`src/rtl/lrm_pkg.sv`:
```
// ----------------------------------------------------------------------------
// lrm_pkg: shared types and constants of the longest regex match block
// Register map, node configuration record and the token control fields
// that travel along the row of node cells.
// ----------------------------------------------------------------------------
package lrm_pkg;

	// default sizes
	localparam int NODES_DEF    = 32;
	localparam int MAX_TEXT_DEF = 4096;
	localparam int POS_W_DEF    = 13;

	// payload widths
	localparam int CHAR_W  = 8;
	localparam int FIRST_W = 12;
	localparam int LEN_W   = 13;

	// register file
	localparam int CFG_DATA_W     = 64;
	localparam int CFG_ADDR_W     = 6;
	localparam int REG_SHIFT      = 3;
	localparam int COUNT_W        = 6;
	localparam int REG_NODES      = 32;
	localparam int NODES_PER_REG  = CFG_DATA_W / CHAR_W;
	localparam int CHAR_REGS      = REG_NODES / NODES_PER_REG;

	typedef enum logic [CFG_ADDR_W-REG_SHIFT-1:0] {
		REG_NODE_COUNT = 3'd0,
		REG_CHARS_0    = 3'd1,
		REG_CHARS_1    = 3'd2,
		REG_CHARS_2    = 3'd3,
		REG_CHARS_3    = 3'd4,
		REG_SKIPPABLE  = 3'd5,
		REG_REPEATS    = 3'd6
	} cfg_reg_t;

	// input commands
	localparam logic [0:0] CMD_CHAR = 1'b0;
	localparam logic [0:0] CMD_EOS  = 1'b1;

	// per-cell copy of the pattern
	typedef struct packed {
		logic              in_use;
		logic              last;
		logic              skip;
		logic              rep;
		logic [CHAR_W-1:0] chr;
	} node_cfg_t;

	// control part of a token moving from cell to cell
	typedef struct packed {
		logic valid;
		logic eos;
		logic ovf;
		logic cin_on;
		logic nin_on;
		logic mt_on;
	} tok_ctl_t;

endpackage

```
`src/rtl/lrm_cfg.sv`:
```
// ----------------------------------------------------------------------------
// lrm_cfg: pattern register file
// APB registers for the node chain and the decoded per-node settings.
// ----------------------------------------------------------------------------
module lrm_cfg import lrm_pkg::*; #(
	parameter int NODES = NODES_DEF
) (
	input  logic                  clk,
	input  logic                  arst_n,
	input  logic                  psel,
	input  logic                  penable,
	input  logic                  pwrite,
	input  logic [CFG_ADDR_W-1:0] paddr,
	input  logic [CFG_DATA_W-1:0] pwdata,
	output logic [CFG_DATA_W-1:0] prdata,
	output logic                  pready,
	output logic                  wr,
	output node_cfg_t             cell_cfg [NODES]
);

	logic [COUNT_W-1:0]    count_q;
	logic [CFG_DATA_W-1:0] chars_q [CHAR_REGS];
	logic [REG_NODES-1:0]  skip_q;
	logic [REG_NODES-1:0]  rep_q;
	cfg_reg_t              idx;

	assign idx    = cfg_reg_t'(paddr[CFG_ADDR_W-1:REG_SHIFT]);
	assign wr     = psel & penable & pwrite;
	assign pready = 1'b1;

	always_ff @(posedge clk or negedge arst_n) begin
		if (!arst_n) begin
			count_q <= '0;
			for (int i = 0; i < CHAR_REGS; i++) chars_q[i] <= '0;
			skip_q  <= '0;
			rep_q   <= '0;
		end else if (wr) begin
			unique case (idx)
				REG_NODE_COUNT: count_q    <= pwdata[COUNT_W-1:0];
				REG_CHARS_0:    chars_q[0] <= pwdata;
				REG_CHARS_1:    chars_q[1] <= pwdata;
				REG_CHARS_2:    chars_q[2] <= pwdata;
				REG_CHARS_3:    chars_q[3] <= pwdata;
				REG_SKIPPABLE:  skip_q     <= pwdata[REG_NODES-1:0];
				REG_REPEATS:    rep_q      <= pwdata[REG_NODES-1:0];
				default: ;
			endcase
		end
	end

	always_comb begin
		unique case (idx)
			REG_NODE_COUNT: prdata = CFG_DATA_W'(count_q);
			REG_CHARS_0:    prdata = chars_q[0];
			REG_CHARS_1:    prdata = chars_q[1];
			REG_CHARS_2:    prdata = chars_q[2];
			REG_CHARS_3:    prdata = chars_q[3];
			REG_SKIPPABLE:  prdata = CFG_DATA_W'(skip_q);
			REG_REPEATS:    prdata = CFG_DATA_W'(rep_q);
			default:        prdata = '0;
		endcase
	end

	for (genvar k = 0; k < NODES; k++) begin : g_node
		// end of chain sits on the last node in use, capped at the row length
		assign cell_cfg[k].in_use = (k < int'(count_q));
		assign cell_cfg[k].last   = (k < int'(count_q)) &&
			((k + 1 >= int'(count_q)) || (k == NODES - 1));
		if (k < REG_NODES) begin : g_reg
			assign cell_cfg[k].chr  =
				chars_q[k / NODES_PER_REG][(k % NODES_PER_REG) * CHAR_W +: CHAR_W];
			assign cell_cfg[k].skip = skip_q[k] | rep_q[k];
			assign cell_cfg[k].rep  = rep_q[k];
		end else begin : g_none
			assign cell_cfg[k].chr  = '0;
			assign cell_cfg[k].skip = 1'b0;
			assign cell_cfg[k].rep  = 1'b0;
		end
	end

endmodule

```
`config.mk`:
```
export PLATFORM = sky130hd
export DESIGN_NAME = lrm_cfg
export DESIGN_NICKNAME = d
export VERILOG_FILES = /design/src/rtl/lrm_pkg.sv /design/src/rtl/lrm_cfg.sv
export SDC_FILE = /design/constraint.sdc
export NUM_CORES = 1
export LEC_CHECK = 0
export ABC_AREA = 1
export BUFFER_PORTS_ARGS = -buffer_cell sky130_fd_sc_hd__buf_2
export CAP_MARGIN = 20
export CORE_ASPECT_RATIO = 0.6
export CORE_MARGIN = 2
export CORE_UTILIZATION = 45
export CTS_CLUSTER_DIAMETER = 60
export DETAILED_ROUTE_END_ITERATION = 16
export PLACE_DENSITY_LB_ADDON = 0.1
export SKIP_LAST_GASP = 1
export SLEW_MARGIN = 20
export SYNTH_ARGS = -nofsm -noshare
export SYNTH_HDL_FRONTEND = slang
export SYNTH_SLANG_ARGS = --single-unit
```
`constraint.sdc`:
```
create_clock -name clk -period 3.7 [get_ports clk]
set_input_delay 0.74 -clock clk [delete_from_list [all_inputs] [get_ports clk]]
set_output_delay 0.74 -clock clk [all_outputs]
set_load 0.01 [all_outputs]
```
# Word-level counts from Yosys, hierarchy flattened
# Cells that the tools add are included.
[totals]
word_cells = 150
reg_bits = 326
inputBits = 75
out_inout_bits = 450
[classes]
mux = 1
n_eq_ne = 6
bitwise = 34
reduce_logical = 39
magnitude_cmp = 63
[op_table]
columns = ["cell", "count"]
rows = [
  ["$pmux 64 s7", 1],
  ["$ge 5x6->1 const A", 16],
  ["$lt 5x6->1 const A", 16],
  ["$ge 4x6->1 const A", 8],
  ["$lt 4x6->1 const A", 8],
  ["$or 1x1->1", 32],
  ["$logic_and 1x1->1", 31],
  ["$ge 3x6->1 const A", 4],
  ["$lt 3x6->1 const A", 4],
  ["$reduce_and 2->1", 7],
  ["$ge 2x6->1 const A", 2],
  ["$lt 1x6->1 const A", 2],
  ["$lt 2x6->1 const A", 2],
  ["$eq 3x3->1 const B", 3],
  ["$eq 3x2->1 const B", 2],
  ["$ge 1x6->1 const A", 1],
  ["$eq 3x1->1 const B", 1],
  ["$logic_not 3->1", 1],
  ["$and 1x1->1", 2],
]

# Longest topological paths before layout
[logic_depth]
ltp_word = 3
ltp_mapped = 9
depth_no_buf = 6

# Least setup slack after synthesis
# No wires, ideal clock.
[synth_path]
kind = "in2out"
start = "input paddr[5]"
end = "output prdata[11]"
required_ps = 2960
slack_ps = 1264
stages = 9
n_path_buf = 4
t_arrival_ps = 1696
cell_sequence = "buf_4 -> inv_4 -> buf_4 -> buf_2 -> buf_2 -> nand4_1 -> nand2_1 -> inv_1 -> nand2_1"
[synth_via]
elab_chain_cells = 2
elab_cells_between_ends = 8
classes_between = "eq/ne (6); mux (1); reduce/logical (1)"
[synth_lines]
columns = ["item", "line", "source"]
rows = [
  ["from (decl)", "lrm_cfg.sv:13", "input logic [CFG_ADDR_W-1:0] paddr,"],
  ["$eq 3x3->1 (tied with other cells)", "lrm_cfg.sv:52", "unique case (idx)"],
  ["$pmux 64 s7 (*)", "lrm_cfg.sv:52", ""],
  ["to (decl)", "lrm_cfg.sv:15", "output logic [CFG_DATA_W-1:0] prdata,"],
]
# Mark *: on every way between the ends. The rest lies on a longest branch, timed or not.

# Worst setup path after layout
[layout_path]
start = "input paddr[3]"
end = "output prdata[40]"
# Same word-level chain as after synthesis.

==> flow_summary_export.csv <==
group,metric,value,unit
run_status,outcome,"finished clean",
synth,synth_seq_cells,326,
cts,htreeDepth,2,
synth,syn_nets,2205,
worst_setup_path,crit_path_top_delay_cell,"buf_4",
worst_setup_path,critPathKind,"in2out",
global_routing,grt_pass1_vias,15700,
synth,synth-seq-area-share,50.1,%
routing,wl,63000,µm
placement,dp_cells,2986,
floorplanning,die-area,37800,µm²
min_path,hold_class,"in2async",
worst_setup_path,critPathArrivalTime,2400,ps
routing,num_vias,17100,
floorplanning,die_w,250,µm
cts,root_buffer,"clkbuf_16",
floorplanning,start_util,46.1,%
worst_setup_path,crit_fanout,33,
sta,fin_crit,3140,ps
sta,slew_violations,0,
routing,viasPerCell,5.61,
pwr,p_leak,11.0,nW
pwr,finalPower,0.0113,W
worst_setup_path,max_stage_delay,350,ps
synth,synth_edf_count,0,
routing,ant_nets,0,
final_layout,syn_to_final_growth,24.3,%
sta,tns,0,ps
sta,finalCritPeriodShare,84.7,%
worst_setup_path,reg2reg_slack,2730,ps
cts,ctsHoldBuffers,0,
cts,cts_tree,"done",
placement,hpwl,41300,µm
pwr,ir_drop,339,µV
final_layout,drive_above_1_share,24.3,%
worst_setup_path,crit_path_start_kind,"primary input",
global_routing,grt_pass1_wl,94800,µm
worst_setup_path,cp_common_cell,"buf_4",
cts,post_cts_resized,0,
synth,yosys_warnings,0,
synth,synthCells,2130,
synth,async_flop_share,100,%
global_routing,globalRouteTotalUtil,32.4,%
cts,postCtsSetupRepairBufs,0,
floorplanning,die_h,151,µm
worst_setup_path,worstPathRequired,2960,ps
placement,globalplace.congestion,0.878,
synth,syn-cell-area,16300,µm²
floorplanning,ioPinCount,525,
sta,grt_setup_unrepaired,"no",
global_routing,grt-ovfl-total,0,
cts,cts_buffers,34,
flow_run,maxCapViolations,0,
sta,relSlewSlack,35.4,%
global_routing,grt_start_max_net_pins,84,
sta,finClkSkew,0,ps
routing,drc,0,
routing,routedWlPerCell,20.7,µm
cts,clk_pin_slew,60,ps
synth,yosysUniqueCellTypes,26,
final_layout,nets,2630,
synth,syn_area_per_cell,7.64,µm²
routing,drtIter0Drc,1720,
sta,hold_violations,0,
cts,insertion_delay,530,ps
global_routing,antenna_found_initial,1,
sta,timing.fmax,319,MHz
worst_setup_path,crit_family,"buffers and inverters",
pwr,power_density,560,nW/µm²
cts,clk_path_buf_depth,3,
cts,cts_sinks,326,
sta,tightest_slew,968,ps
worst_setup_path,timing.critical_path.buf_inv,5,
sta,setup_viol,0,
final_layout,final_cells,3040,
worst_setup_path,path_cells,"buf_4, buf_4, nand3_4, inv_2, buf_12, nand2_1, nand4_1, buf_2",
worst_setup_path,setup.worst_path.end_class,"output pin",
routing,dr.pass1.iters,7,
floorplanning,core_area,35300,µm²
synth,ys.flop_type,"dfrtp_1",
placement,portBuffers,520,
floorplanning,num_rows,53,
-- synthesized netlist by cell type, types with 2 or more instances --
cell type	n	area, µm²
o21ai_1	190	951
o21ai_0	147	736
nand3_2	2	20.0
dfrtp_1	326	8160
nor4_1	5	31.3
nor2_4	5	56.3
clkbuf_1	40	150
nand4_1	192	1200
buf_1	24	90.1
buf_4	8	60.1
nand2_1	679	2550
buf_6	3	33.8
buf_2	93	465
inv_1	180	676
nor2_1	88	330
nand3_1	132	661
clkbuf_2	6	30.0
inv_4	2	12.5
-- worst paths after layout --
check / start / end / cells after the start
worst max-delay path: paddr[3] / prdata[40] / 8
max in group asynchronous: arst_n / cell_cfg[255]$_DFFE_PN0P_ / 2
worst min register to register: cell_cfg[49]$_DFFE_PN0P_ / cell_cfg[49]$_DFFE_PN0P_ / 2
worst max register to register: count_q[3]$_DFFE_PN0P_ / count_q[3]$_DFFE_PN0P_ / 2
worst min-delay path: arst_n / cell_cfg[377]$_DFFE_PN0P_ / 1
min in group clk: pwdata[54] / cell_cfg[18]$_DFFE_PN0P_ / 3
-- per-stage QoR --
| step | cell area, µm² | util (%) | setup WS (ps) | hold WS (ps) |
|---|---|---|---|---|
| finish | 20200 | 57.2 | 565 | 217 |
| global placement | 19200 | 54.2 | 614 | 486 |
| floorplan | 16300 | - | 1260 | 444 |
| CTS | 20200 | 57.2 | 622 | 241 |
| detailed placement | 19200 | 54.2 | 634 | 490 |
| global route | 20200 | 57.2 | 501 | 274 |
-- cell type report --
cell class | count | area (µm²)
clock buffer | 43 | 936
inverter | 184 | 698
timing repair buffer | 563 | 3090
tap | 467 | 584
fill | 3346 | 15100
multi-input combinational | 1446 | 6630
antenna | 2 | 5.00
clock inverter | 9 | 124
sequential | 326 | 8160
-- worst reg2reg max path, delay by kind of cell, from the launching register on --
family	cells	cell delay, ps
DFF	1	540
AOI/OAI and AO/OA	1	160
buffers and inverters	1	190
-- where the power goes --
part	switching [W]	total [W]	internal [W]	leakage, nW
clock	0.00146	0.00345	0.00199	0.525
combinational	0.00193	0.00301	0.00108	6.40
sequential	0.000605	0.00487	0.00427	4.11
total	0.00400	0.0113	0.00733	11.0
-- metal layers --
metal	wire, µm	GRT usage (%)
met1	26600	45.0
met2	28500	49.4
met3	5910	7.96
met4	1960	11.9
met5	0	0
-- registers in the layout, summed over array words and instances (netlist names) --
| name | flops |
|---|---|
| skip_q | 32 |
| count_q | 6 |
| cell_cfg | 256 |
| rep_q | 32 |
-- layout by cell type (no fill, tap or decap) --
cell and count:
buf_2 516, nand4_1 192, buf_4 34, buf_12 12, nor2_1 88, nand2_1 678, a21oi_1 1, nand2_4 2
nand3_4 4, bufinv_16 3, clkbuf_16 35, o21ai_0 147, conb_1 1, nor2_4 5, buf_8 1, clkbuf_8 3
nand3_1 131, nor4_1 5, a31oi_1 1, nor2_8 1, clkinv_1 1, inv_4 1, inv_2 2, clkinv_2 5
inv_6 2, o21ai_1 190, diode_2 2, inv_1 179, dfrtp_1 326, clkbuf_1 5
-- cells by family (layout without fill, tap and decap cells) --
logic type             Yosys count  count (layout)  share of synthesized area [%]
AO/OA/AOI/OAI                  339             339                           10.4
other                            1               3                         0.0230
buffers and inverters          358             799                           9.37
flip-flops                     326             326                           50.1
AND/OR/NAND/NOR               1106            1106                           30.1
Power figures use the tool's default switching activity.
