==> src/rtl/lrm_pkg.sv <==
// ----------------------------------------------------------------------------
// lrm_pkg: shared types and constants of the longest regex match block
// Register map, node configuration record and the token control fields
// that travel along the row of node cells.
// ----------------------------------------------------------------------------
package lrm_pkg;

	// default sizes
	localparam int NODES_DEF    = 32;
	localparam int MAX_TEXT_DEF = 4096;
	localparam int POS_W_DEF    = 13;

	// payload widths
	localparam int CHAR_W  = 8;
	localparam int FIRST_W = 12;
	localparam int LEN_W   = 13;

	// register file
	localparam int CFG_DATA_W     = 64;
	localparam int CFG_ADDR_W     = 6;
	localparam int REG_SHIFT      = 3;
	localparam int COUNT_W        = 6;
	localparam int REG_NODES      = 32;
	localparam int NODES_PER_REG  = CFG_DATA_W / CHAR_W;
	localparam int CHAR_REGS      = REG_NODES / NODES_PER_REG;

	typedef enum logic [CFG_ADDR_W-REG_SHIFT-1:0] {
		REG_NODE_COUNT = 3'd0,
		REG_CHARS_0    = 3'd1,
		REG_CHARS_1    = 3'd2,
		REG_CHARS_2    = 3'd3,
		REG_CHARS_3    = 3'd4,
		REG_SKIPPABLE  = 3'd5,
		REG_REPEATS    = 3'd6
	} cfg_reg_t;

	// input commands
	localparam logic [0:0] CMD_CHAR = 1'b0;
	localparam logic [0:0] CMD_EOS  = 1'b1;

	// per-cell copy of the pattern
	typedef struct packed {
		logic              in_use;
		logic              last;
		logic              skip;
		logic              rep;
		logic [CHAR_W-1:0] chr;
	} node_cfg_t;

	// control part of a token moving from cell to cell
	typedef struct packed {
		logic valid;
		logic eos;
		logic ovf;
		logic cin_on;
		logic nin_on;
		logic mt_on;
	} tok_ctl_t;

endpackage

==> src/rtl/lrm_if.sv <==


interface lrm_match_if import lrm_pkg::*; ();
	logic               valid;
	logic               ready;
	logic               found;
	logic [FIRST_W-1:0] match_first;
	logic [LEN_W-1:0]   match_length;
	logic               too_long;

	modport source (output valid, found, match_first, match_length, too_long, input ready);
	modport sink (input valid, found, match_first, match_length, too_long, output ready);
endinterface

==> src/rtl/lrm_result.sv <==
// ----------------------------------------------------------------------------
// lrm_result: best match tracking and result register
// Keeps the longest match seen at the end of the chain and presents it on
// the result channel when the end of string arrives.
// ----------------------------------------------------------------------------
module lrm_result import lrm_pkg::*; #(
	parameter int PW = POS_W_DEF
) (
	input  logic          clk,
	input  logic          arst_n,
	input  tok_ctl_t      ctl_i,
	input  logic [PW-1:0] p_i,
	input  logic [PW-1:0] mst_i,
	output logic          en,
	lrm_match_if.source   result
);

	logic          best_found_q;
	logic [PW-1:0] best_first_q;
	logic [PW-1:0] best_len_q;
	logic          out_valid_q;
	logic          found_q;
	logic [PW-1:0] first_q;
	logic [PW-1:0] len_q;
	logic          too_long_q;
	logic [PW-1:0] len;
	logic          update;
	logic          eos_in;

	assign len    = p_i - mst_i + PW'(1);
	assign eos_in = ctl_i.valid & ctl_i.eos;
	assign update = ctl_i.valid & ~ctl_i.eos & ctl_i.mt_on & (len >= best_len_q);
	// whole chain holds while a second result would overwrite an untaken one
	assign en     = ~(eos_in & out_valid_q & ~result.ready);

	always_ff @(posedge clk or negedge arst_n) begin
		if (!arst_n) begin
			best_found_q <= 1'b0;
			best_first_q <= '0;
			best_len_q   <= '0;
			out_valid_q  <= 1'b0;
		end else begin
			if (en && eos_in) begin
				best_found_q <= 1'b0;
				best_first_q <= '0;
				best_len_q   <= '0;
			end else if (en && update) begin
				best_found_q <= 1'b1;
				best_first_q <= mst_i;
				best_len_q   <= len;
			end
			if (en && eos_in) begin
				out_valid_q <= 1'b1;
			end else if (result.ready) begin
				out_valid_q <= 1'b0;
			end
		end
	end

	always_ff @(posedge clk) begin
		if (en && eos_in) begin
			found_q    <= best_found_q;
			first_q    <= best_first_q;
			len_q      <= best_len_q;
			too_long_q <= ctl_i.ovf;
		end
	end

	assign result.valid        = out_valid_q;
	assign result.found        = found_q;
	assign result.match_first  = FIRST_W'(first_q);
	assign result.match_length = LEN_W'(len_q);
	assign result.too_long     = too_long_q;

endmodule

==> src/flat_wrapper.sv <==
// flat-port wrapper written by rule: the top's interface ports become plain ports
module lrm_result_flat import lrm_pkg::*;
#(
	parameter int PW = POS_W_DEF
)
  (clk, arst_n, ctl_i, p_i, mst_i, en, result_valid, result_found, result_match_first, result_match_length, result_too_long, result_ready);
  lrm_match_if result_i ();
  input  logic clk;
  input  logic arst_n;
  input  tok_ctl_t ctl_i;
  input  logic [PW-1:0] p_i;
  input  logic [PW-1:0] mst_i;
  output logic en;
  output wire logic [$bits(result_i.valid)-1:0] result_valid;
  output wire logic [$bits(result_i.found)-1:0] result_found;
  output wire logic [$bits(result_i.match_first)-1:0] result_match_first;
  output wire logic [$bits(result_i.match_length)-1:0] result_match_length;
  output wire logic [$bits(result_i.too_long)-1:0] result_too_long;
  input wire logic [$bits(result_i.ready)-1:0] result_ready;
  assign result_valid = result_i.valid;
  assign result_found = result_i.found;
  assign result_match_first = result_i.match_first;
  assign result_match_length = result_i.match_length;
  assign result_too_long = result_i.too_long;
  assign result_i.ready = result_ready;
  lrm_result #(.PW(PW)) u_core (.clk(clk), .arst_n(arst_n), .ctl_i(ctl_i), .p_i(p_i), .mst_i(mst_i), .en(en), .result(result_i));
endmodule
==> config.mk <==
export PLATFORM = sky130hd
export DESIGN_NAME = lrm_result_flat
export DESIGN_NICKNAME = d
export VERILOG_FILES = /design/src/rtl/lrm_pkg.sv /design/src/rtl/lrm_if.sv /design/src/rtl/lrm_result.sv /design/src/flat_wrapper.sv
export SDC_FILE = /design/constraint.sdc
export NUM_CORES = 1
export LEC_CHECK = 0
export BUFFER_PORTS_ARGS = -buffer_cell sky130_fd_sc_hd__buf_4
export CAP_MARGIN = 20
export CORE_MARGIN = 2
export CORE_UTILIZATION = 29
export DETAILED_ROUTE_END_ITERATION = 10
export MAX_ROUTING_LAYER = met4
export PLACE_DENSITY_LB_ADDON = 0.2
export SYNTH_ARGS = -nofsm -noshare
export SYNTH_HDL_FRONTEND = slang
export SYNTH_SLANG_ARGS = --single-unit
==> constraint.sdc <==
create_clock -name clk -period 2.7 [get_ports clk]
set_clock_uncertainty 0.1 [all_clocks]
set_input_delay 0.135 -clock clk [delete_from_list [all_inputs] [get_ports clk]]
set_output_delay 0.135 -clock clk [all_outputs]
set_load 0.02 [all_outputs]
# Word level (Yosys, flattened, before mapping)
# Index checks and enable logic that the tools add are counted.
totals:
  ff_bits: 54
  inputBits: 35
  out_inout_bits: 29
  word_cells: 32
op_classes:
  n_addsub: 2
  magnitude_cmp: 1
  n_mux: 8
  bitwise: 9
  n_reduce_logical: 4
op_table:
  columns: ["op", "n"]
  rows:
  - ["13-bit two-way mux", 2]
  - ["12-bit two-way mux", 2]
  - ["13-bit by 1-bit adder with 13-bit output (second input constant)", 1]
  - ["13-bit greater-or-equal comparator", 1]
  - ["13-bit subtractor", 1]
  - ["1-bit bitwise AND", 6]
  - ["1-bit two-way mux", 4]
  - ["2-bit nonzero test", 2]
  - ["1-bit inverter", 3]
  - ["1-bit logical AND", 2]

# Depth between registers and ports, before layout
logic_depth:
  word_depth: 7
  mapped_depth: 19
  depth_no_buf: 17

# Worst setup path after synthesis
# OpenSTA, ideal clock, no wires.
synth_timing:
  path_kind: "input -> register"
  from: "input p_i[1]"
  to: "register u_core.best_len_q[10]"
  setup_time_ps: 125
  t_arrival_ps: 3325
  required_ps: 2475
  setup_slack_ps: -850
  path_stages: 19
  n_path_buf: 2
  path_cell_list: "inv_1 > ha_1 > inv_1 > ha_1 > fa_1 > a21o_1 > nand4_1 > o21ai_0 > nor2_1 > xnor2_1 > ha_1 > nand2_1 > or3_1 > nor3_2 > o41ai_1 > a211o_1 > buf_6 > buf_6 > mux2_4"
synth_between:
  elab_chain_len: 6
  elab_cells_between_ends: 8
  classes_between: "2 x add/sub; 1 x order compare; 2 x mux; 1 x bitwise; 2 x reduce/logical"
synth_lines:
  columns: ["element", "line", "text"]
  rows:
  - ["start: declaration", "flat_wrapper.sv:11", "input logic [PW-1:0] p_i;"]
  - ["13-bit subtractor *", "lrm_result.sv:30", "assign len = p_i - mst_i + PW'(1);"]
  - ["13-bit by 1-bit adder with 13-bit output *", "lrm_result.sv:30", null]
  - ["13-bit greater-or-equal comparator", "lrm_result.sv:32", "assign update = ctl_i.valid & ~ctl_i.eos & ctl_i.mt_on & (len >= best_len_q);"]
  - ["1-bit bitwise AND", "lrm_result.sv:32", null]
  - ["1-bit logical AND", "lrm_result.sv:47", "end else if (en && update) begin"]
  - ["2-bit nonzero test (no source line)", null, null]
  - ["end signal: assignment", "lrm_result.sv:50", "best_len_q <= len;"]
  - ["end: declaration", "lrm_result.sv:20", "logic [PW-1:0] best_len_q;"]
# Every way passes the cells marked *; elsewhere a longest branch is shown, timed or not. The select of a mux whose other input is x is not followed.
# A chain may end at the register's enable or synchronous reset.

# Worst setup path in the final report
layout_timing:
  from: "input p_i[1]"
  to: "register u_core.best_len_q[6]"
# Same word-level chain as after synthesis.

==> impl_metrics.toml <==
[route]
post_drt_via_cell_ratio = 4.33
drc = 0
dr.pass1.iters = 3
drt_iter0_drc = 79
ant_nets = 0
vias = 2181
wl_mm = 6.73
wl_per_cell_um = 13.3

[layout]
area_delta_synth_final_pct = 43.3
final_cells = 504
drive_above_1_share = 0.404
antenna_cells = 0
fin_nets = 442
nFillCells = 926
multi_input_area_sq_um = 1480
area.sequential_sq_um = 1490

[die]
dieWidth_um = 105
die_height_um = 105
pin_count = 64
core-area_sq_um = 9860
die_area_sq_um = 11100
rows = 36
initial_core_util = 0.301

[sta]
worst_slew_pin_slew_ns = 0.698
fin_crit_sh = 1.24
setup-violations-final = 26
finalHoldViolCount = 0
finalSetupTns_ns = -15.11
rsz0062_at_grt = "true"
slew_headroom = 0.534
drv_slew = 0
worst_slack_ns = -0.647
fmaxAchievable_mhz = 299
period_needed_ns = 3.35

[synthesis]
synth.top_cell.area_share = 0.273
synthFlopType = "edfxtp_1"
syn_area_per_cell_sq_um = 11.5
syn_nets = 331
synth_area_leaders = "edfxtp_1 (27%), dfrtp_1 (23%), ha_1 (15%)"
synth_most_common_cell = "ha_1"
ys_ff_latch = 54
yosysWarnings = 0
ys_async_sr_fraction = 0.500
synth_commonest_cells = "ha_1 (36), inv_1 (35), nand2_1 (28)"
ys_types = 36
yosysTopAreaCell = "edfxtp_1"
synthesis.area_sq_um = 2970
seq_area_frac_synth = 0.500
syn-instance-count = 259
synth_edf_count = 27

[hold_path]
hp-class = "input pin to register"

[placed_design]
dp_hpwl_mm = 5.08
dpl.cell_count = 485
io_buffer_count = 61
gp_congestion = 0.846

[global_route]
grt_pass1_vias = 2216
overflow = 0
busiest_layer = "met2"
met3_usage = 0.0247
use_met1 = 0.170
grt_use_total = 0.131
met2_usage = 0.208
grt_max_degree = 28
antenna_found_initial = 0
grt_pass1_wl_mm = 11.1

[clocking]
root_buffer = "clkbuf_8"
cts_buffers = 5
ctsHtreeMaxLevel = 2
cts_tree = "done"
clock_latency_ns = 0.31
clk_pin_slew_ns = 0.10
clock-sinks = 54
clockBufferDepth = 2

[setup_path]
start_kind = "input pin"
critPathMaxFanout = 6
endpoint_kind = "register"
cp.required_ns = 2.80
critPathKind = "input pin to register"
crit_arrival_ns = 3.45

[power]
leakagePower_uw = 0.00211
ir_worst_vdd_v = 0.000210
power_density_nw_per_um2 = 649

[run_status]
outcome = "finished, violations left"
violations = "negative setup slack"

[flow_run]
cap_violations = 0
[cell families after synthesis]
family	share of synthesized area
AO/OA/AOI/OAI	0.0653
XOR/XNOR	0.0354
adder cells (fa/ha/maj)	0.158
buffers and inverters	0.0606
flip-flops	0.500
multiplexers	0.0935
AND/OR/NAND/NOR	0.0867
[layout by cell type (no fill, tap or decap), drive strengths merged]
master,n
buf,106
ha,36
inv,35
nand2,28
dfrtp,27
edfxtp,27
nor2,16
mux2i,15
mux2,10
a21oi,8
xnor2,7
dlygate4sd3,6
clkbuf,6
xor2,5
nand3,5
o21ai,4
nand2b,3
a31oi,3
a21o,2
a211o,2
o21bai,2
o211ai,2
a211oi,2
nor3,2
nand4,1
o221ai,1
a41oi,1
or2,1
nor2b,1
o2111a,1
or3,1
and4,1
o41ai,1
fa,1
clkinvlp,1
bufinv,1
[worst paths after layout]
path                                        start                endpoint  slack [ns]  cells after the start
max reg2reg                  u_core.best_len_q[0]    u_core.best_len_q[6]           0                      8
min                                  result_ready     u_core.result.valid        0.02                      3
max in group asynchronous                  arst_n    u_core.best_len_q[8]        2.03                      2
max                                        p_i[1]    u_core.best_len_q[6]       -0.65                     19
min in group asynchronous                  arst_n  u_core.best_first_q[6]        0.19                      2
min reg2reg                u_core.best_first_q[9]       u_core.first_q[9]        0.36                      0
[power by group]
| part | leakage [uW] | internal (uW) | switching [uW] | total, uW |
|---|---|---|---|---|
| Clock | 0.0000514 | 277 | 274 | 551 |
| Sequential | 0.000617 | 1060 | 77.1 | 1140 |
| Combinational | 0.00144 | 550 | 528 | 1080 |
[per-stage QoR]
stage	utilization	total power (uW)	hold slack, ns	instance area, sq um	worst slack, ns
2_1_floorplan	-	1750	-0.261	3070	-0.694
6_report	0.432	2760	0.0207	4260	-0.647
3_3_place_gp	0.399	2090	-0.0125	3940	-0.961
4_1_cts	0.424	2730	0.00385	4180	-0.629
3_5_place_dp	0.399	2100	-0.0109	3940	-0.994
5_1_grt	0.432	2970	0.00387	4260	-0.716
[cell type report]
class,instances,share of cell area
sequential,54,0.349
multi-input combinational,162,0.347
inverter,35,0.0326
timing repair buffer,112,0.206
clock inverter,2,0.00882
clock buffer,6,0.0170
tap,133,0.0391
[critical path, stage by stage]
cell	delay (ns)
buf_8	0.08
inv_8	0.03
ha_4	0.24
inv_2	0.03
ha_4	0.15
fa_2	0.36
a21o_1	0.21
nand4_1	0.08
o21ai_2	0.07
nor2_2	0.16
xnor2_2	0.12
ha_1	0.30
nand2_1	0.07
or3_4	0.34
nor3_4	0.17
o41ai_2	0.10
a211o_1	0.32
buf_6	0.17
mux2_4	0.30
[flip-flops by register name, indices dropped and copies added (netlist names)]
name,flops
u_core.best_first_q,12
u_core.best_found_q,1
u_core.best_len_q,13
u_core.first_q,12
u_core.result.found,1
u_core.result.match_length,13
u_core.result.too_long,1
u_core.result.valid,1
[layer usage]
metal	vias to the layer above	part of all wire
li1	1113	-
met1	1021	0.48
met2	40	0.48
met3	7	0.033
met4	0	0.014
met5	-	0
[repair_timing]
action / CTS / global route
endpoints found under the setup margin: 26 / 26
pin swaps: 11 / 14
gates resized for setup: 15 / 13
hold endpoints to repair: 31 / 0
buffers inserted: 2 / 4
hold buffers: 6 / 0
Power figures use the tool's default switching activity.
