**src/rtl/lrm_pkg.sv**
```systemverilog
// ----------------------------------------------------------------------------
// lrm_pkg: shared types and constants of the longest regex match block
// Register map, node configuration record and the token control fields
// that travel along the row of node cells.
// ----------------------------------------------------------------------------
package lrm_pkg;

	// default sizes
	localparam int NODES_DEF    = 32;
	localparam int MAX_TEXT_DEF = 4096;
	localparam int POS_W_DEF    = 13;

	// payload widths
	localparam int CHAR_W  = 8;
	localparam int FIRST_W = 12;
	localparam int LEN_W   = 13;

	// register file
	localparam int CFG_DATA_W     = 64;
	localparam int CFG_ADDR_W     = 6;
	localparam int REG_SHIFT      = 3;
	localparam int COUNT_W        = 6;
	localparam int REG_NODES      = 32;
	localparam int NODES_PER_REG  = CFG_DATA_W / CHAR_W;
	localparam int CHAR_REGS      = REG_NODES / NODES_PER_REG;

	typedef enum logic [CFG_ADDR_W-REG_SHIFT-1:0] {
		REG_NODE_COUNT = 3'd0,
		REG_CHARS_0    = 3'd1,
		REG_CHARS_1    = 3'd2,
		REG_CHARS_2    = 3'd3,
		REG_CHARS_3    = 3'd4,
		REG_SKIPPABLE  = 3'd5,
		REG_REPEATS    = 3'd6
	} cfg_reg_t;

	// input commands
	localparam logic [0:0] CMD_CHAR = 1'b0;
	localparam logic [0:0] CMD_EOS  = 1'b1;

	// per-cell copy of the pattern
	typedef struct packed {
		logic              in_use;
		logic              last;
		logic              skip;
		logic              rep;
		logic [CHAR_W-1:0] chr;
	} node_cfg_t;

	// control part of a token moving from cell to cell
	typedef struct packed {
		logic valid;
		logic eos;
		logic ovf;
		logic cin_on;
		logic nin_on;
		logic mt_on;
	} tok_ctl_t;

endpackage

```
**src/rtl/lrm_cell.sv**
```systemverilog
// ----------------------------------------------------------------------------
// lrm_cell: one pattern node of the chain
// Holds the earliest start waiting on its node, forms both skip closures and
// the character step for one token and hands the token on to the next node.
// ----------------------------------------------------------------------------
module lrm_cell import lrm_pkg::*; #(
	parameter int PW = POS_W_DEF
) (
	input  logic              clk,
	input  logic              arst_n,
	input  logic              en,
	input  logic              ld,
	input  node_cfg_t         cfg_new,
	input  tok_ctl_t          ctl_i,
	input  logic [CHAR_W-1:0] ch_i,
	input  logic [PW-1:0]     p_i,
	input  logic [PW-1:0]     cst_i,
	input  logic [PW-1:0]     nst_i,
	input  logic [PW-1:0]     mst_i,
	output tok_ctl_t          ctl_o,
	output logic [CHAR_W-1:0] ch_o,
	output logic [PW-1:0]     p_o,
	output logic [PW-1:0]     cst_o,
	output logic [PW-1:0]     nst_o,
	output logic [PW-1:0]     mst_o
);

	node_cfg_t         cfg_q;
	logic              armed_q;
	logic [PW-1:0]     st_q;
	tok_ctl_t          ctl_q;
	logic [CHAR_W-1:0] ch_q;
	logic [PW-1:0]     p_q;
	logic [PW-1:0]     cst_q;
	logic [PW-1:0]     nst_q;
	logic [PW-1:0]     mst_q;

	logic          act;
	logic          own_on;
	logic          cur_on;
	logic [PW-1:0] cur_st;
	logic          hit;
	logic          self_hit;
	logic          fwd_hit;
	logic          nxt_on;
	logic [PW-1:0] nxt_st;
	logic          skip_on;
	logic          nout_on;
	logic [PW-1:0] nout_st;
	logic          end_hit;

	always_comb begin
		act    = ctl_i.valid & ~ctl_i.eos & cfg_q.in_use;
		own_on = armed_q & cfg_q.in_use;

		// threads waiting here merged with the skip closure from the left
		cur_on = act & (own_on | ctl_i.cin_on);
		if (own_on && ctl_i.cin_on) begin
			cur_st = (st_q < cst_i) ? st_q : cst_i;
		end else if (own_on) begin
			cur_st = st_q;
		end else begin
			cur_st = cst_i;
		end

		hit      = cur_on & (ch_i == cfg_q.chr);
		self_hit = hit & cfg_q.rep;
		fwd_hit  = hit & ~cfg_q.rep;

		// state after the character, including closure from the left
		nxt_on = (act & ctl_i.nin_on) | self_hit;
		if (ctl_i.nin_on && self_hit) begin
			nxt_st = (nst_i < cur_st) ? nst_i : cur_st;
		end else if (ctl_i.nin_on) begin
			nxt_st = nst_i;
		end else begin
			nxt_st = cur_st;
		end

		skip_on = nxt_on & cfg_q.skip;
		nout_on = fwd_hit | skip_on;
		if (fwd_hit && skip_on) begin
			nout_st = (cur_st < nxt_st) ? cur_st : nxt_st;
		end else if (fwd_hit) begin
			nout_st = cur_st;
		end else begin
			nout_st = nxt_st;
		end

		end_hit = act & cfg_q.last & nout_on;
	end

	always_ff @(posedge clk or negedge arst_n) begin
		if (!arst_n) begin
			cfg_q   <= '0;
			armed_q <= 1'b0;
			ctl_q   <= '0;
		end else if (en) begin
			if (ld) cfg_q <= cfg_new;
			// end of string clears the node as it passes
			if (ctl_i.valid) armed_q <= nxt_on;
			ctl_q.valid  <= ctl_i.valid;
			ctl_q.eos    <= ctl_i.eos;
			ctl_q.ovf    <= ctl_i.ovf;
			ctl_q.cin_on <= cur_on & cfg_q.skip;
			ctl_q.nin_on <= nout_on;
			ctl_q.mt_on  <= end_hit | ctl_i.mt_on;
		end
	end

	always_ff @(posedge clk) begin
		if (en) begin
			if (ctl_i.valid) st_q <= nxt_st;
			ch_q  <= ch_i;
			p_q   <= p_i;
			cst_q <= cur_st;
			nst_q <= nout_st;
			mst_q <= end_hit ? nout_st : mst_i;
		end
	end

	assign ctl_o = ctl_q;
	assign ch_o  = ch_q;
	assign p_o   = p_q;
	assign cst_o = cst_q;
	assign nst_o = nst_q;
	assign mst_o = mst_q;

endmodule

```
**config.mk**
```make
export PLATFORM = sky130hd
export DESIGN_NAME = lrm_cell
export DESIGN_NICKNAME = d
export VERILOG_FILES = /design/src/rtl/lrm_pkg.sv /design/src/rtl/lrm_cell.sv
export SDC_FILE = /design/constraint.sdc
export NUM_CORES = 1
export LEC_CHECK = 0
export BUFFER_PORTS_ARGS = -buffer_cell sky130_fd_sc_hd__buf_2
export CAP_MARGIN = 20
export CELL_PAD_IN_SITES_DETAIL_PLACEMENT = 0
export CELL_PAD_IN_SITES_GLOBAL_PLACEMENT = 1
export CORE_ASPECT_RATIO = 1.5
export CORE_MARGIN = 2
export CORE_UTILIZATION = 41
export CTS_CLUSTER_DIAMETER = 60
export DETAILED_ROUTE_END_ITERATION = 10
export PLACE_DENSITY_LB_ADDON = 0.1
export RECOVER_POWER = 50
export SETUP_SLACK_MARGIN = 0.5
export SYNTH_ARGS = -nofsm -noshare
export SYNTH_HDL_FRONTEND = slang
export SYNTH_SLANG_ARGS = --single-unit
```
**constraint.sdc**
```tcl
create_clock -name clk -period 6.6 [get_ports clk]
set_input_delay 1.32 -clock clk [delete_from_list [all_inputs] [get_ports clk]]
set_output_delay 1.32 -clock clk [all_outputs]
set_load 0.005 [all_outputs]
```
* Word level (Yosys, flattened, before mapping) *
Index checks and enable logic that the tools add are counted.

word-level totals
  bits in writable memories = 0
  memories = 0
  input port bits = 82
  register bits = 92
  latch bits = 0
  bits in read-only memories = 0
  output and inout bits = 66
  logic and storage cells = 55

operators by class
  equal/unequal tests = 1
  $mul = 0
  $add $sub $neg = 0
  reductions and logical operators = 5
  shift-type cells = 0
  bitwise operators = 18
  div/mod/pow operators = 0
  magnitude comparators = 3
  mux-type cells = 10

operators with widths
  kind                 number
  $mux W13             10
  $lt A13 B13 Y1       3
  $and A1 B1 Y1        12
  $eq A8 B8 Y1         1
  $or A1 B1 Y1         4
  $reduce_and A2 Y1    2
  $logic_and A1 B1 Y1  3
  $not A1 Y1           2

* Depth between registers and ports, before layout *
  depth in word-level cells = 12
  gate-level depth with buffers = 32
  gate-level depth less buffers = 28

* Worst setup path after synthesis *
OpenSTA, ideal clock, no wires.

  path type = input port to flip-flop
  start = input cst_i[3]
  end = register mst_q[11], in the netlist mst_o[11], data pin
  buffers on the path = 4
  path slack = -0.400 ns
  setup time = 0.268 ns
  arrival time = 6.732 ns
  required time = 6.332 ns
  stages on the path = 31
  path through = inv_1 -> ha_1 -> o21ai_1 -> a2111oi_4 -> nand2_2 -> a21oi_4 -> buf_2 -> mux2_2 -> inv_1 -> ha_1 -> nor2b_1 -> o21ai_0 -> nand2b_1 -> a21oi_1 -> nand2_1 -> o31ai_4 -> and2_1 -> buf_4 -> buf_2 -> mux2i_1 -> ha_1 -> and3_1 -> nand3_1 -> nor2_1 -> o211a_1 -> a311oi_2 -> a21oi_2 -> nand2b_4 -> buf_2 -> o21ai_1 -> a31oi_1

on the way
  cells in the longest elaborated chain, start to end = 10
  elaborated cells on any way between the ends = 13
  those cells by class = order compare: 3; mux: 10

ends and longest elaborated chain
  element               RTL line         text
  from (decl)           lrm_cell.sv:17   input logic [PW-1:0] cst_i,
  $lt A13 B13 Y1 (*)    lrm_cell.sv:59   cur_st = (st_q < cst_i) ? st_q : cst_i;
  $mux W13 (*)          lrm_cell.sv:59
  $mux W13 (*)          lrm_cell.sv:58   if (own_on && ctl_i.cin_on) begin
  net cur_st[10]        lrm_cell.sv:41   logic [PW-1:0] cur_st;
  $lt A13 B13 Y1        lrm_cell.sv:73   nxt_st = (nst_i < cur_st) ? nst_i : cur_st;
  $mux W13              lrm_cell.sv:73
  $mux W13              lrm_cell.sv:72   if (ctl_i.nin_on && self_hit) begin
  $lt A13 B13 Y1        lrm_cell.sv:83   nout_st = (cur_st < nxt_st) ? cur_st : nxt_st;
  $mux W13              lrm_cell.sv:83
  $mux W13 (*)          lrm_cell.sv:82   if (fwd_hit && skip_on) begin
  $mux W13 (*)          lrm_cell.sv:118  mst_q <= end_hit ? nout_st : mst_i;
  to (signal assigned)  lrm_cell.sv:118
  to (decl)             lrm_cell.sv:36   logic [PW-1:0] mst_q;

Mark *: on every way through the listed nets, which the timed path passes. The rest lies on a longest branch.
A chain may end at the register's enable or synchronous reset.

* Final worst setup path *
  start = input cst_i[10]
  end = register mst_q[10], in the netlist mst_o[10], data pin

The elaborated chain is that of the path after synthesis.

==> flow_summary_export.csv <==
group,metric,value,unit
place,place_ws,-202.1,ps
die,start_util,0.4182,
critical_path,end_kind,"flip-flop",
logic_synthesis,synth_edf_count,73,
layout,multiInputGateArea,3020,um^2
global_routing,grt_util_met1,0.2254,
place,dp_hpwl,11420,um
power_and_ir_drop,pwr-share-comb,0.275,
critical_path,crit_start,"cst_i[10]",
hold_path,min_from,"ctl_o[3]",
clock_tree,ctsHoldBuffers,0,
layout,fin_util,0.6185,
critical_path,cpPeakStageDelay,370,ps
layout,num_antenna_cells,0,
route,antenna_left,0,
global_routing,grt-busiest-layer,"met2",
critical_path,critPathKind,"primary input to flip-flop",
global_routing,overflow,0,
sta,fin_crit,6226,ps
clock_tree,cts_root_buf,"clkbuf_16",
route,routed_wl,15240,um
critical_path,rrSetupSlack,880,ps
clock_tree,htreeDepth,3,
logic_synthesis,synth_top_area_frac,0.4211,
critical_path,worstPathRequired,6700,ps
sta,rsz0062_at_grt,"true",
clock_tree,cts_num_sinks,92,
layout,drive_above_1_share,0.4714,
logic_synthesis,yosysWarnings,0,
global_routing,grt_max_degree,56,
power_and_ir_drop,p_int,1.176,mW
power_and_ir_drop,ir_drop,163.1,uV
sta,max_slew_margin,0.2885,
sta,fin_ws,373.8,ps
route,first_pass_iters,5,
clock_tree,cts_buffers,9,
logic_synthesis,syn_inst,454,
critical_path,r2r-end,"mst_o[10]",
hold_path,min_path_type,"flip-flop to flip-flop",
sta,drv_slew,0,
clock_tree,tritoncts,"built",
run,maxCapViolCount,0,
layout,area_growth,47.90,%
place,io_buffers,147,
logic_synthesis,synth_cell_types,64,
logic_synthesis,async_flop_share,0.2065,
logic_synthesis,yosys.area.top_type,"edfxtp_1",
logic_synthesis,avgSynthCellArea,11.47,um^2
layout,fill_cells,1043,
sta,fin_crit_sh,0.9434,
die,die-area,13630,um^2
global_routing,grt_pass1_wl,22420,um
layout,nets,768,
route,post_drt_wl_per_cell,18.58,um
logic_synthesis,seq_area_frac_synth,0.5124,
run_status,outcome,"finished, final reports clean",
route,drt_iter0_drc,127,
critical_path,reg2reg_from,"st_q[3]",
die,io_pins,148,
hold_path,hold_end,"ctl_o[3]",
route,vias,4371,
place,gp_congestion,0.8945,
power_and_ir_drop,clkPwrFrac,0.296,
logic_synthesis,ys.flop_type,"edfxtp_1",
global_routing,grt_pass1_vias,4418,
critical_path,crit_slowest_cell,"a32o_2",
die,die-height,142.0,um
clock_tree,cts_buffer_depth,2,
die,core_area,12450,um^2
critical_path,arrival,6320,ps
sta,clock-skew-final,9.779,ps
global_routing,gr-usage-met3,0.04078,
die,die_x,96.01,um
power_and_ir_drop,seq_power_share,0.429,
global_routing,track_usage,0.2194,
sta,finalHoldViolCount,0,
clock_tree,clk_latency,340,ps
hold_path,whs_path_depth,1,
die,num_rows,50,
logic_synthesis,synth_nets,563,
sta,max_freq,0.1606,GHz
power_and_ir_drop,p_leak,3.093,nW
logic_synthesis,ys_top_cells_by_area,"edfxtp_1 (42%), dfrtp_1 (9.1%), ha_1 (6.5%)",
clock_tree,clkTransAtPathRegs,70,ps
logic_synthesis,ys_ff_latch,92,
route,drc_errors,0,
route,routed_via_density,5.330,
power_and_ir_drop,power.density,217.3,nW/um^2
logic_synthesis,synth_area,5206,um^2
global_routing,antenna_found_initial,0,
layout,layout.area.seq,2668,um^2
power_and_ir_drop,net-switching-power,0.4968,mW
sta,worst_pin_slew,1067,ps
global_routing,grt_util_met2,0.4247,
critical_path,reg2reg_depth,31,
critical_path,worst_setup_path_start_kind,"primary input",
sta,setup_viol,0,
power_and_ir_drop,switching_share,0.2970,
critical_path,worstPathMaxFanout,7,
power by group through the flow:
stage	combinational, mW	sequential [mW]	clock [mW]
detailed placement	0.359	0.729	0
global route	0.502	0.722	0.535
CTS	0.406	0.717	0.509
global placement	0.352	0.727	0
floorplan	0.205	0.727	0
finish	0.461	0.717	0.495
cells by family after synthesis:
group	count (synthesis)	share of synthesized area
adders and majority gates	27	0.06489
DFF	92	0.5124
buffers and inverters	58	0.04806
and+or+nand+nor	121	0.1269
AOI/OAI and AO/OA	106	0.1473
xor gates and xnor gates	8	0.01346
muxes	42	0.08700
Yosys cell counts (all sizes together), types with 6 or more instances:
library cell  number
edfxtp            73
inv               43
nand2             33
nor2              33
ha                27
mux2              26
o21ai             26
a21oi             22
dfrtp             19
nand3             19
a31oi             16
mux2i             16
buf                9
nor2b              7
clkbuf             6
xor2               6
critical path, delay by kind of cell:
family	cells	cell delay [ps]
mux	2	440
fa+ha+maj	3	720
buf+inv	8	860
compound gates	13	2270
simple gates	7	700
flip-flops by register name (all words and copies together), names as in the netlist:
signal / flops
armed_q: 1
cfg_q: 12
ch_o: 8
cst_o: 13
ctl_o: 6
mst_o: 13
nst_o: 13
p_o: 13
st_q: 13
layer usage:
| layer | vias to the layer above | wire length [um] | share of wire |
|---|---|---|---|
| met4 | 0 | 379 | 0.025 |
| met5 | - | 0 | 0 |
| met2 | 134 | 8979 | 0.59 |
| met1 | 2105 | 5184 | 0.34 |
| met3 | 28 | 694 | 0.046 |
| li1 | 2104 | - | - |
layout by cell type, fill, tap and decap left out, drive strengths merged, types with 6 or more instances in the layout:
cell type  synthesis  routed
buf                9     157
edfxtp            73      73
clkbuf             6      61
inv               43      45
nor2              33      33
nand2             33      33
ha                27      27
mux2              26      26
o21ai             26      26
a21oi             22      22
dfrtp             19      19
nand3             19      19
a31oi             16      16
mux2i             16      16
nor2b              7       7
xor2               6       6
worst max-delay path by stage:
stage	cells past startpoint	slack [ps]	end
2_1_floorplan	31	210	mst_o[11]
3_3_place_gp	29	-40	mst_o[4]
3_5_place_dp	29	-200	mst_o[4]
4_1_cts	31	490	mst_o[4]
5_1_grt	32	130	mst_o[10]
6_report	33	370	mst_o[10]
cell type report:
class                           count  area share
Clock buffer                        9     0.02925
Clock inverter                      7    0.007962
Inverter                           43     0.02421
Multi-Input combinational cell    304      0.3923
Sequential cell                    92      0.3464
Tap cell                          156     0.02535
Timing Repair Buffer              209      0.1745
repair_timing:
item | in CTS | in global routing
cloned | 1 | 1
hold endpoints to repair | 0 | 0
pin swaps | 16 | 61
endpoints found under the setup margin | 26 | 26
buffers inserted | 18 | 12
gates resized for setup | 42 | 81
per-stage QoR:
stage / hold slack, ps / power, mW / setup TNS [ps] / area, um^2 / cells
2_1_floorplan: 479.3 / 0.9326 / 0 / 5455 / 454
3_3_place_gp: 489.0 / 1.080 / -220.5 / 6544 / 772
3_5_place_dp: 495.7 / 1.088 / -3643 / 6544 / 772
4_1_cts: 512.6 / 1.632 / 0 / 7199 / 807
5_1_grt: 533.8 / 1.759 / 0 / 7700 / 820
6_report: 507.6 / 1.673 / 0 / 7700 / 820
Power figures use the tool's default switching activity.
